## src/design/tekd_pkg.sv

```systemverilog
// ----------------------------------------------------------------------------
// tekd_pkg
// Shared types, codes and helpers for the terminal escape key decoder.
// ----------------------------------------------------------------------------
`default_nettype none

package tekd_pkg;

    typedef struct packed {
        logic       is_end;
        logic [7:0] data_byte;
    } t_in;

    typedef struct packed {
        logic [1:0] result_kind;
        logic [4:0] key_code;
        logic [7:0] char_code;
        logic [2:0] modifiers;
    } t_out;

    typedef struct packed {
        logic valid;
        t_out item;
    } t_res;

    localparam logic [1:0] KIND_KEY  = 2'd0;
    localparam logic [1:0] KIND_CHAR = 2'd1;
    localparam logic [1:0] KIND_NONE = 2'd2;

    localparam logic [4:0] KC_UP     = 5'd0;
    localparam logic [4:0] KC_DOWN   = 5'd1;
    localparam logic [4:0] KC_RIGHT  = 5'd2;
    localparam logic [4:0] KC_LEFT   = 5'd3;
    localparam logic [4:0] KC_SRIGHT = 5'd4;
    localparam logic [4:0] KC_SLEFT  = 5'd5;
    localparam logic [4:0] KC_HOME   = 5'd6;
    localparam logic [4:0] KC_END    = 5'd7;
    localparam logic [4:0] KC_BTAB   = 5'd8;
    localparam logic [4:0] KC_INS    = 5'd9;
    localparam logic [4:0] KC_DEL    = 5'd10;
    localparam logic [4:0] KC_PGUP   = 5'd11;
    localparam logic [4:0] KC_PGDN   = 5'd12;
    localparam logic [4:0] KC_F1     = 5'd13;
    localparam logic [4:0] KC_F5     = 5'd17;
    localparam logic [4:0] KC_F6     = 5'd18;
    localparam logic [4:0] KC_F7     = 5'd19;
    localparam logic [4:0] KC_F8     = 5'd20;
    localparam logic [4:0] KC_F9     = 5'd21;
    localparam logic [4:0] KC_F10    = 5'd22;
    localparam logic [4:0] KC_F11    = 5'd23;
    localparam logic [4:0] KC_F12    = 5'd24;
    localparam logic [4:0] KC_KPENT  = 5'd25;
    localparam logic [4:0] KC_LAST   = KC_KPENT;

    localparam logic [2:0] MOD_NONE  = 3'd0;
    localparam logic [2:0] MOD_ALT   = 3'd2;

    localparam logic [7:0] ESC_BYTE  = 8'h1b;
    localparam logic [19:0] PARAM_CAP = 20'd100000;

    // build a result, zeroing the fields that the kind does not use
    function automatic t_out mk_out(input logic [1:0] kind, input logic [4:0] key,
                                    input logic [7:0] ch, input logic [2:0] mods);
        t_out r;
        r.result_kind = kind;
        r.key_code    = (kind == KIND_KEY)  ? key  : 5'd0;
        r.char_code   = (kind == KIND_CHAR) ? ch   : 8'd0;
        r.modifiers   = (kind == KIND_NONE) ? MOD_NONE : mods;
        return r;
    endfunction

endpackage

`default_nettype wire

```

## src/design/tekd_in_stage.sv

```systemverilog
// ----------------------------------------------------------------------------
// tekd_in_stage
// Input register: holds one byte transaction until the parser takes it.
// ----------------------------------------------------------------------------
`default_nettype none

module tekd_in_stage
    import tekd_pkg::*;
(
    input  wire  i_clk,
    input  wire  i_rst_n,
    input  wire  i_valid,
    input  t_in  i_data,
    output logic o_stall,
    input  wire  i_take,
    output logic o_valid,
    output t_in  o_data
);

    logic r_valid;
    t_in  r_data;
    logic accept;

    assign o_stall = r_valid && !i_take;
    assign accept  = i_valid && !o_stall;

    always_ff @(posedge i_clk) begin
        if (!i_rst_n) begin
            r_valid <= 1'b0;
        end else if (accept) begin
            r_valid <= 1'b1;
        end else if (i_take) begin
            r_valid <= 1'b0;
        end
    end

    always_ff @(posedge i_clk) begin
        if (accept) begin
            r_data <= i_data;
        end
    end

    assign o_valid = r_valid;
    assign o_data  = r_data;

endmodule

`default_nettype wire

```

## src/design/tekd_parser.sv

```systemverilog
// ----------------------------------------------------------------------------
// tekd_parser
// Sequence state and single-pass decode of one byte or end marker.
// ----------------------------------------------------------------------------
`default_nettype none

module tekd_parser
    import tekd_pkg::*;
(
    input  wire  i_clk,
    input  wire  i_rst_n,
    input  wire  i_fire,
    input  t_in  i_item,
    output t_res o_res
);

    localparam logic [2:0] PH_IDLE      = 3'd0;
    localparam logic [2:0] PH_ESC       = 3'd1;
    localparam logic [2:0] PH_ALT       = 3'd2;
    localparam logic [2:0] PH_CSI_FIRST = 3'd3;
    localparam logic [2:0] PH_CSI       = 3'd4;
    localparam logic [2:0] PH_SS3_FIRST = 3'd5;
    localparam logic [2:0] PH_SS3       = 3'd6;
    localparam logic [2:0] PH_DRAIN     = 3'd7;

    logic [2:0]  r_phase,   n_phase;
    logic [19:0] r_fp,      n_fp;
    logic [19:0] r_sp,      n_sp;
    logic [1:0]  r_cnt,     n_cnt;
    logic        r_dseen,   n_dseen;
    logic [7:0]  r_alt,     n_alt;

    function automatic logic [5:0] letter_key(input logic [7:0] f, input logic shift);
        logic [5:0] k;
        case (f)
            "A":     k = {1'b1, KC_UP};
            "B":     k = {1'b1, KC_DOWN};
            "C":     k = {1'b1, shift ? KC_SRIGHT : KC_RIGHT};
            "D":     k = {1'b1, shift ? KC_SLEFT : KC_LEFT};
            "H":     k = {1'b1, KC_HOME};
            "F":     k = {1'b1, KC_END};
            "Z":     k = {1'b1, KC_BTAB};
            default: k = 6'd0;
        endcase
        return k;
    endfunction

    function automatic logic [5:0] tilde_key(input logic [19:0] n);
        logic [5:0] k;
        case (n)
            20'd1, 20'd7: k = {1'b1, KC_HOME};
            20'd2:        k = {1'b1, KC_INS};
            20'd3:        k = {1'b1, KC_DEL};
            20'd4, 20'd8: k = {1'b1, KC_END};
            20'd5:        k = {1'b1, KC_PGUP};
            20'd6:        k = {1'b1, KC_PGDN};
            20'd15:       k = {1'b1, KC_F5};
            20'd17:       k = {1'b1, KC_F6};
            20'd18:       k = {1'b1, KC_F7};
            20'd19:       k = {1'b1, KC_F8};
            20'd20:       k = {1'b1, KC_F9};
            20'd21:       k = {1'b1, KC_F10};
            20'd23:       k = {1'b1, KC_F11};
            20'd24:       k = {1'b1, KC_F12};
            default:      k = 6'd0;
        endcase
        return k;
    endfunction

    // keypad application-mode finals; zero means not a keypad byte
    function automatic logic [7:0] keypad_byte(input logic [7:0] f);
        logic [7:0] b;
        case (f)
            "j":     b = "*";
            "k":     b = "+";
            "l":     b = ",";
            "m":     b = "-";
            "n":     b = ".";
            "o":     b = "/";
            "X":     b = "=";
            default: b = (f >= "p" && f <= "y") ? (f - 8'h40) : 8'd0;
        endcase
        return b;
    endfunction

    logic [7:0]  c;
    logic        is_end;
    logic        is_ss3;
    logic        is_digit;
    logic        is_pqrs;
    logic [3:0]  digit;
    logic [19:0] fp_times10;
    logic [19:0] sp_times10;
    logic [1:0]  cnt_f;
    logic [2:0]  mods;
    logic [5:0]  lk;
    logic [5:0]  tk;
    logic [7:0]  kp;
    logic [4:0]  fkey;
    t_res        res;

    always_comb begin
        c          = i_item.data_byte;
        is_end     = i_item.is_end;
        is_ss3     = (r_phase == PH_SS3_FIRST) || (r_phase == PH_SS3);
        is_digit   = (c >= "0") && (c <= "9");
        is_pqrs    = (c >= "P") && (c <= "S");
        digit      = c[3:0];
        fp_times10 = {r_fp[16:0], 3'b000} + {r_fp[18:0], 1'b0} + {16'd0, digit};
        sp_times10 = {r_sp[16:0], 3'b000} + {r_sp[18:0], 1'b0} + {16'd0, digit};
        fkey       = KC_F1 + {3'd0, c[1:0]};

        cnt_f = r_cnt;
        if ((r_dseen || r_cnt != 2'd0) && r_cnt != 2'd3) begin
            cnt_f = r_cnt + 2'd1;
        end
        if (is_ss3) begin
            case (cnt_f)
                2'd0:    mods = MOD_NONE;
                2'd1:    mods = r_fp[2:0] - 3'd1;
                default: mods = r_sp[2:0] - 3'd1;
            endcase
        end else begin
            mods = cnt_f[1] ? (r_sp[2:0] - 3'd1) : MOD_NONE;
        end
        lk = letter_key(c, mods[0]);
        tk = tilde_key(r_fp);
        kp = keypad_byte(c);

        n_phase = r_phase;
        n_fp    = r_fp;
        n_sp    = r_sp;
        n_cnt   = r_cnt;
        n_dseen = r_dseen;
        n_alt   = r_alt;
        res.valid = 1'b0;
        res.item  = mk_out(KIND_NONE, KC_UP, 8'd0, MOD_NONE);

        case (r_phase)
            PH_IDLE: begin
                if (!is_end) begin
                    if (c == ESC_BYTE) begin
                        n_fp    = 20'd0;
                        n_sp    = 20'd0;
                        n_cnt   = 2'd0;
                        n_dseen = 1'b0;
                        n_phase = PH_ESC;
                    end else begin
                        res.valid = 1'b1;
                        res.item  = mk_out(KIND_CHAR, KC_UP, c, MOD_NONE);
                    end
                end
            end
            PH_ESC: begin
                if (is_end || c == ESC_BYTE) begin
                    n_phase   = PH_IDLE;
                    res.valid = 1'b1;
                    res.item  = mk_out(KIND_CHAR, KC_UP, ESC_BYTE, MOD_NONE);
                end else if (c == "[") begin
                    n_phase = PH_CSI_FIRST;
                end else if (c == "O") begin
                    n_phase = PH_SS3_FIRST;
                end else begin
                    n_alt   = c;
                    n_phase = PH_ALT;
                end
            end
            PH_ALT: begin
                n_phase   = PH_IDLE;
                res.valid = 1'b1;
                if (is_end) begin
                    res.item = mk_out(KIND_CHAR, KC_UP, r_alt, MOD_ALT);
                end
            end
            PH_DRAIN: begin
                if (is_end) begin
                    n_phase   = PH_IDLE;
                    res.valid = 1'b1;
                end
            end
            default: begin
                // csi and ss3 parameter phases
                if (is_end) begin
                    n_phase   = PH_IDLE;
                    res.valid = 1'b1;
                    if (r_phase == PH_CSI_FIRST) begin
                        res.item = mk_out(KIND_CHAR, KC_UP, "[", MOD_ALT);
                    end else if (r_phase == PH_SS3_FIRST) begin
                        res.item = mk_out(KIND_CHAR, KC_UP, "O", MOD_ALT);
                    end
                end else if (r_phase == PH_CSI_FIRST && (c == "M" || c == "<")) begin
                    n_phase = PH_DRAIN;
                end else if (is_digit) begin
                    if (r_cnt == 2'd0 && r_fp < PARAM_CAP) begin
                        n_fp = fp_times10;
                    end else if (r_cnt == 2'd1 && r_sp < PARAM_CAP) begin
                        n_sp = sp_times10;
                    end
                    n_dseen = 1'b1;
                    n_phase = is_ss3 ? PH_SS3 : PH_CSI;
                end else if (c == ";") begin
                    if (!r_cnt[1]) begin
                        n_cnt = r_cnt + 2'd1;
                    end
                    n_dseen = 1'b0;
                    n_phase = is_ss3 ? PH_SS3 : PH_CSI;
                end else begin
                    // final byte
                    n_cnt     = cnt_f;
                    n_phase   = PH_IDLE;
                    res.valid = 1'b1;
                    if (is_ss3 && is_pqrs) begin
                        res.item = mk_out(KIND_KEY, fkey, 8'd0, mods);
                    end else if (is_ss3 && c == "M") begin
                        res.item = mk_out(KIND_KEY, KC_KPENT, 8'd0, mods);
                    end else if (is_ss3 && kp != 8'd0) begin
                        res.item = mk_out(KIND_CHAR, KC_UP, kp, mods);
                    end else if (!is_ss3 && c == "~") begin
                        if (tk[5]) begin
                            res.item = mk_out(KIND_KEY, tk[4:0], 8'd0, mods);
                        end
                    end else if (!is_ss3 && r_fp == 20'd1 && is_pqrs) begin
                        res.item = mk_out(KIND_KEY, fkey, 8'd0, mods);
                    end else if (lk[5]) begin
                        res.item = mk_out(KIND_KEY, lk[4:0], 8'd0, mods);
                    end
                end
            end
        endcase
    end

    always_ff @(posedge i_clk) begin
        if (!i_rst_n) begin
            r_phase <= PH_IDLE;
            r_fp    <= 20'd0;
            r_sp    <= 20'd0;
            r_cnt   <= 2'd0;
            r_dseen <= 1'b0;
            r_alt   <= 8'd0;
        end else if (i_fire) begin
            r_phase <= n_phase;
            r_fp    <= n_fp;
            r_sp    <= n_sp;
            r_cnt   <= n_cnt;
            r_dseen <= n_dseen;
            r_alt   <= n_alt;
        end
    end

    always_comb begin
        o_res       = res;
        o_res.valid = res.valid && i_fire;
    end

endmodule

`default_nettype wire

```

## src/design/tekd_out_stage.sv

```systemverilog
// ----------------------------------------------------------------------------
// tekd_out_stage
// Result register: presents one result transaction until the sink takes it.
// ----------------------------------------------------------------------------
`default_nettype none

module tekd_out_stage
    import tekd_pkg::*;
(
    input  wire  i_clk,
    input  wire  i_rst_n,
    input  t_res i_res,
    input  wire  i_stall,
    output logic o_free,
    output logic o_valid,
    output t_out o_data
);

    logic r_valid;
    t_out r_data;

    // room when empty or when the held result leaves this cycle
    assign o_free = !r_valid || !i_stall;

    always_ff @(posedge i_clk) begin
        if (!i_rst_n) begin
            r_valid <= 1'b0;
        end else if (o_free) begin
            r_valid <= i_res.valid;
        end
    end

    always_ff @(posedge i_clk) begin
        if (o_free && i_res.valid) begin
            r_data <= i_res.item;
        end
    end

    assign o_valid = r_valid;
    assign o_data  = r_data;

endmodule

`default_nettype wire

```

## src/design/terminal_escape_key_decoder.sv

```systemverilog
// ----------------------------------------------------------------------------
// terminal_escape_key_decoder
// Decodes terminal input bytes into keys, direct characters or not-a-key.
// ----------------------------------------------------------------------------
//  channel   direction   handshake                  payload
//  input     in          i_in_valid / o_in_stall    i_in_data  (t_in)
//  output    out         o_out_valid / i_out_stall  o_out_data (t_out)
//
//  one transaction per cycle sustained while the output does not stall; the path from
//  input to result is the input register, then decode into the result register
//  a transaction yields zero or one result; state advances only when decoded
//  synchronous active-low reset returns the parser to idle, both stages empty
//  an output stall holds the result and backs up into the input register
// ----------------------------------------------------------------------------
`default_nettype none

module terminal_escape_key_decoder
    import tekd_pkg::*;
(
    input  wire  i_clk,
    input  wire  i_rst_n,
    input  wire  i_in_valid,
    input  t_in  i_in_data,
    output logic o_in_stall,
    output logic o_out_valid,
    input  wire  i_out_stall,
    output t_out o_out_data
);

    logic in_valid;
    t_in  in_data;
    logic out_free;
    logic fire;
    t_res res;

    assign fire = in_valid && out_free;

    tekd_in_stage u_in (
        .i_clk   (i_clk),
        .i_rst_n (i_rst_n),
        .i_valid (i_in_valid),
        .i_data  (i_in_data),
        .o_stall (o_in_stall),
        .i_take  (out_free),
        .o_valid (in_valid),
        .o_data  (in_data)
    );

    tekd_parser u_parser (
        .i_clk   (i_clk),
        .i_rst_n (i_rst_n),
        .i_fire  (fire),
        .i_item  (in_data),
        .o_res   (res)
    );

    tekd_out_stage u_out (
        .i_clk   (i_clk),
        .i_rst_n (i_rst_n),
        .i_res   (res),
        .i_stall (i_out_stall),
        .o_free  (out_free),
        .o_valid (o_out_valid),
        .o_data  (o_out_data)
    );

endmodule

`default_nettype wire

```

## config.mk

```make
export PLATFORM = sky130hd
export DESIGN_NAME = terminal_escape_key_decoder
export DESIGN_NICKNAME = d
export VERILOG_FILES = /design/src/design/tekd_pkg.sv /design/src/design/tekd_in_stage.sv /design/src/design/tekd_parser.sv /design/src/design/tekd_out_stage.sv /design/src/design/terminal_escape_key_decoder.sv
export SDC_FILE = /design/constraint.sdc
export NUM_CORES = 1
export LEC_CHECK = 0
export ABC_AREA = 1
export ABC_CLOCK_PERIOD_IN_PS = 2800
export BUFFER_PORTS_ARGS = -buffer_cell sky130_fd_sc_hd__buf_4
export CORE_MARGIN = 5
export CORE_UTILIZATION = 57
export DETAILED_ROUTE_END_ITERATION = 8
export PLACE_DENSITY_LB_ADDON = 0.12
export SLEW_MARGIN = 5
export SYNTH_ARGS = -nofsm -noshare
export SYNTH_HDL_FRONTEND = slang
export SYNTH_HIERARCHICAL = 1
export SYNTH_SLANG_ARGS = --single-unit
```

## constraint.sdc

```tcl
create_clock -name i_clk -period 2.8 [get_ports i_clk]
set_clock_uncertainty 0.05 [all_clocks]
set_input_delay 0.28 -clock i_clk [delete_from_list [all_inputs] [get_ports i_clk]]
set_output_delay 0.28 -clock i_clk [all_outputs]
set_load 0.02 [all_outputs]
```

# Word-level counts from Yosys, hierarchy flattened
# Memory sizes are Yosys's and may differ from the RTL's. A register that Yosys moved wholly into a read port is not among the register bits.
# Index checks and enable logic that the tools add are counted.
totals:
  memories: 1
  romBits: 192
  reg_bits: 83
  word_cells: 197
  output_inout_bits: 20
memory_table:
  columns: ["name", "words", "word_bits", "read_ports", "rd_ports_with_merged_regs", "write_ports", "line_no", "text"]
  rows:
  - ["(no name shown)", 32, 6, 1, 1, 0, "tekd_parser.sv:50", "case (n)"]
classes:
  reduce_logical: 47
  n_mux: 74
  eq_ne: 38
  addsub: 9
  bitwise: 5
  magnitude_cmp: 8
op_table:
  columns: ["op", "n"]
  rows:
  - ["$mux W20", 11]
  - ["$mux W18", 10]
  - ["$eq A8 B7 Y1 const B", 18]
  - ["$mux W19", 7]
  - ["$pmux W20 S2", 2]
  - ["$pmux W18 S4", 1]
  - ["$pmux W8 S7", 1]
  - ["$mux W3", 14]
  - ["$pmux W6 S7", 1]
  - ["$add A20 B20 Y20", 2]
  - ["$add A20 B4 Y20", 2]
  - ["$lt A20 B17 Y1 const B", 2]
  - ["$eq A20 B1 Y1 const B", 1]
  - ["$logic_and A1 B1 Y1", 18]
  - ["$mux W2", 9]
  - ["$eq A8 B6 Y1 const B", 2]
  - ["$ge A8 B7 Y1 const B", 2]
  - ["$le A8 B7 Y1 const B", 2]
  - ["$logic_not A15 Y1", 1]
  - ["$reduce_and A7 Y1", 2]
  - ["$ne A2 B2 Y1 const B", 6]
  - ["$pmux W3 S4", 1]
  - ["$reduce_and A6 Y1", 2]
  - ["$mux W5", 2]
  - ["32 further kinds", 62]

# Logic depth before layout (Yosys ltp)
logic_depth:
  word_depth: 22
  mapped_depth: 21

# By module
# Netlist, hierarchy kept.
by_module_without_submodules:
  columns: ["mod", "cells_per_inst", "area_per_inst_um2", "instances"]
  rows:
  - ["tekd_parser", 913, 6034.5, 1]
  - ["tekd_out_stage", 24, 588.1, 1]
  - ["tekd_in_stage", 17, 320.3, 1]
  - ["terminal_escape_key_decoder", 2, 7.5, 1]

# Worst setup path before layout
# OpenSTA, ideal clock, no wires.
synth_path:
  path_type: "reg-to-reg"
  start: "register u_in.r_data, in the netlist u_in/o_data[1]"
  end: "register u_out.r_data, in the netlist u_out/o_data[0], enable pin"
  path_stages_with_launch: 16
  t_required_ps: 2351
  slack_ps: -153
  arrival_time_ps: 2504
  setup_ps: 399
  path_cell_list: "edfxtp_1 -> inv_1 -> ha_1 -> inv_1 -> nor2_1 -> nand2_1 -> nand2_1 -> nand2_2 -> inv_1 -> nor2_1 -> nor2_1 -> nand2_1 -> o21ai_0 -> nor2_1 -> inv_1 -> a21oi_1"
synth_rtl:
  columns: ["element", "line_no", "text"]
  rows:
  - ["from (decl)", "tekd_in_stage.sv:21", "t_in r_data;"]
  - ["from (signal assigned)", "tekd_in_stage.sv:39", "r_data <= i_data;"]
  - ["to (signal assigned)", "tekd_out_stage.sv:35", "r_data <= i_res.item;"]
  - ["to (decl)", "tekd_out_stage.sv:20", "t_out r_data;"]

# Worst setup path after layout
layout_path:
  start: "register u_in.r_data, in the netlist u_in/o_data[3]"
  end: "register u_parser.r_fp[10]"
layout_between:
  elab_chain_cells: 6
  elab_cells_between_ends: 18
  cone_classes: "add/sub: 1; order compare: 2; eq/ne: 5; mux: 5; reduce/logical: 5"
layout_rtl:
  columns: ["element", "line_no", "text"]
  rows:
  - ["$add A20 B4 Y20", "tekd_parser.sv:109", "fp_times10 = {r_fp[16:0], 3'b000} + {r_fp[18:0], 1'b0} + {16'd0, digit};"]
  - ["$mux W20", "tekd_parser.sv:194", "if (r_cnt == 2'd0 && r_fp < PARAM_CAP) begin"]
  - ["$mux W20", "tekd_parser.sv:193", "end else if (is_digit) begin"]
  - ["$mux W20", "tekd_parser.sv:191", "end else if (r_phase == PH_CSI_FIRST && (c == \"M\" || c == \"<\")) begin"]
  - ["$mux W20", "tekd_parser.sv:183", "if (is_end) begin"]
  - ["$pmux W20 S2", "tekd_parser.sv:139", "case (r_phase)"]
  - ["to (signal assigned)", "tekd_parser.sv:242", "r_fp <= n_fp;"]
  - ["to (decl)", "tekd_parser.sv:27", "logic [19:0] r_fp, n_fp;"]
# Several ways; a longest one is shown, not always the timed one. The select of a mux whose other input is x is not followed.
# A chain may end at the register's enable or synchronous reset.

==> flow_summary.ini <==
[global_route]
grtUsageTotal = 0.2451
grt_pass1_vias = 6076
antenna_found_initial = 0
grt_max_degree = 38
gr-total-overflow = 0
grt_pass1_wl_mm = 28.95
grt_use_met2 = 0.3790
use_met1 = 0.3532
grt_busiest_layer = met2
use_met3 = 0.03040

[placement]
pre_cts_slack_ps = -2.774
dpl.cell_count = 1172
gp_congestion = 0.9573
dp_hpwl_mm = 13.68
io_buffer_count = 32

[route]
drt_wl_total_mm = 17.50
viasPerCell = 5.574
wl_per_cell_um = 14.66
drt_drc_violations_left = 0
vias = 6650
detail-route-antenna-nets = 0
dr.pass1.iters = 5
drt_first_iter_violations = 528

[pwr]
ir_drop_mv = 0.2281
fin_total_pwr_mw = 2.778
swShare = 0.2403
p_comb_frac = 0.064
p_leak_nw = 3.932
pwr-share-clk = 0.449
seq_power_share = 0.488
power.switching_uw = 667.8
intPower_mw = 2.111
powerDensity_mw_per_mm2 = 343.9

[critical_path]
cp_max_fo = 4
r2r_end = u_parser/r_fp[10]
crit_arrival_ps = 2890
max_stage_delay_ps = 590
worst-r2r-cell-count = 10
cp_slowest_cell = fa_1
reg2reg_from = u_in/o_data[3]
critical-path-top-delay-family = adder cells
worstPathRequired_ps = 3030
crit_type = register to register
crit_chain = fa_1, inv_1, fa_1, o21ai_2, a21oi_2, o21ai_2, buf_4, xor2_1, nand3_1, a21oi_1
worst_setup_path_end_kind = register
worst-path-buf-inv = 2
reg2reg_slack_ps = 140
critPathLaunchType = register

[clock_network]
ctsHtreeMaxLevel = 3
cts_buffers = 9
cts.sinks = 89
clockRootBuffer = clkbuf_16
cts_tree = yes
clock_path_buffers = 2
cts.clk_slew.worst_paths_ps = 70
clk_latency_ps = 360
cts_hold_buf = 0

[logic_synthesis]
synth_fa_ha_area_frac = 0.1627
yosys.area_share.simple = 0.2808
yosys.area.top_type_share = 0.1786
synthMuxAreaShare = 0
async_reset_ff_frac = 0
synth_seq_cells = 89
synth_area_per_cell_sq_um = 7.270
syn_area_sq_mm = 0.006950
synth_seq_area_share = 0.2952
synth_xor_xnor_area_share = 0.02646
syn_inst = 956
synth_compound_area_frac = 0.1647
synthTopCellsByArea = dfxtp_1 18%, ha_1 15%, edfxtp_1 12%
yosysTopAreaCell = dfxtp_1
syn-num-nets = 1057
synth_cell_types = 52
synthFlopType = dfxtp_1
yosysWarnings = 6
synth-edff-count = 27
synth_top_family_by_area = simple AND/OR/NAND/NOR gates

[final_layout]
final_common_cell = nand2_1
nets = 1142
layout_common_cells = 211 x nand2_1, 98 x inv_1, 97 x a21oi_1
area_growth_syn_to_layout_pct = 16.24
stdcell_count = 1193
diodes = 0
drive_above_1_share = 0.1692

[sta]
slew_headroom = 0.3973
setup_viol = 0
fin_crit_ps = 2659
min_period_over_period = 0.9495
worstMarginPinSlew_ps = 900.7
postLayoutSetupSlackWorst_ps = 141.5
clock.fmax_mhz = 376.1
whs_ps = 43.99
hold_viol = 0
final_max_slew_viol_count = 0

[floorplanning]
row_count = 40
pin_count = 33
die_height_um = 120.4
start_util = 0.5811
die_x_um = 120.4
fp.dieArea_sq_mm = 0.01450
fp.coreArea_sq_mm = 0.01196

[worst_hold_path]
min_path_type = input pin to register
hold_depth = 1
min_to = u_in/o_data[7]
holdCritStartpoint = i_in_data[7]

[run_status]
run_status = finished clean

[run]
cap_violations = 0
cells in the mapped netlist (6+ instances only):
library cell and number:
nor2_1 82, nand4_1 12, nand2_1 214, ha_1 84
xnor2_1 12, nand2_2 13, o21ai_0 61, clkbuf_1 6
nand3_1 55, a21oi_1 102, edfxtp_1 27, inv_2 12
inv_1 100, dfxtp_1 62, nor3_1 8, xor2_1 9
or2_2 8, nor2_2 7, o211ai_1 10
repair_timing:
| action | 4_1_cts | 5_1_grt |
|---|---|---|
| buffers inserted | 0 | 5 |
| gates resized for setup | 1 | 19 |
| setup endpoints to repair | 3 | 46 |
| pin swaps | 0 | 4 |
kinds of logic (layout without fill, tap and decap cells):
| kind of cell | count (synthesis) | in the layout |
|---|---|---|
| AOI/OAI and AO/OA | 206 | 206 |
| xor gates and xnor gates | 21 | 21 |
| adders and majority gates | 88 | 88 |
| buffers and inverters | 125 | 215 |
| DFF | 89 | 89 |
| and+or+nand+nor | 427 | 427 |
final cells by class:
cell class	count	area, sq um
multi-input combinational	742	4456
fill	1086	3882
sequential	89	2052
timing repair buffer	87	665.6
inverter	112	420.4
clock buffer	9	225.2
tap	147	183.9
clock inverter	7	76.32
worst reg2reg max path, stage by stage, from the launching register on:
cell	delay (ps)
edfxtp_1	460
fa_1	590
inv_1	60
fa_1	460
o21ai_2	170
a21oi_2	100
o21ai_2	220
buf_4	150
xor2_1	130
nand3_1	80
a21oi_1	110
power groups by stage:
stage               registers (mW)  clock network, mW  logic (mW)
floorplan                     1.39                  0      0.0847
global placement              1.39                  0       0.166
detailed placement            1.39                  0       0.167
CTS                           1.36               1.26       0.167
global route                  1.36               1.31       0.194
finish                        1.36               1.25       0.177
how the worst max path moves through the flow:
| stage | start | end | slack (ps) | cells past startpoint |
|---|---|---|---|---|
| 2_1_floorplan | u_in/o_data[3] | u_parser/r_fp[12] | 50 | 10 |
| 3_3_place_gp | u_in/o_data[3] | u_parser/r_sp[12] | 80 | 11 |
| 3_5_place_dp | u_in/o_data[3] | u_parser/r_fp[16] | -3 | 10 |
| 4_1_cts | u_in/o_data[3] | u_parser/r_sp[18] | 20 | 13 |
| 5_1_grt | u_in/o_data[7] | u_out/o_data[9] | -20 | 12 |
| 6_report | u_in/o_data[3] | u_parser/r_fp[10] | 140 | 10 |
state kept, by name (all words and copies together) (netlist names), named ones only:
| name | flops |
|---|---|
| u_parser/r_fp | 20 |
| u_parser/r_sp | 20 |
| u_out/o_data | 18 |
| u_in/o_data | 9 |
| u_parser/r_alt | 8 |
| u_parser/r_phase | 3 |
| u_parser/r_cnt | 2 |
| u_in/o_valid | 1 |
| u_out/o_valid | 1 |
| u_parser/r_dseen | 1 |
metrics by stage:
stage	TNS [ps]	cell area, sq um	util
6_report	0	8079	0.6754
2_1_floorplan	0	6958	-
4_1_cts	0	8005	0.6692
3_5_place_dp	-3.603	7704	0.6440
5_1_grt	-49.08	8079	0.6754
3_3_place_gp	0	7704	0.6440
layer usage:
layer | vias up | wire length [um]
met5 | - | 0
met1 | 3035 | 8431
met4 | 0 | 371
met2 | 179 | 7726
li1 | 3404 | -
met3 | 32 | 965
Power figures use the tool's default switching activity.
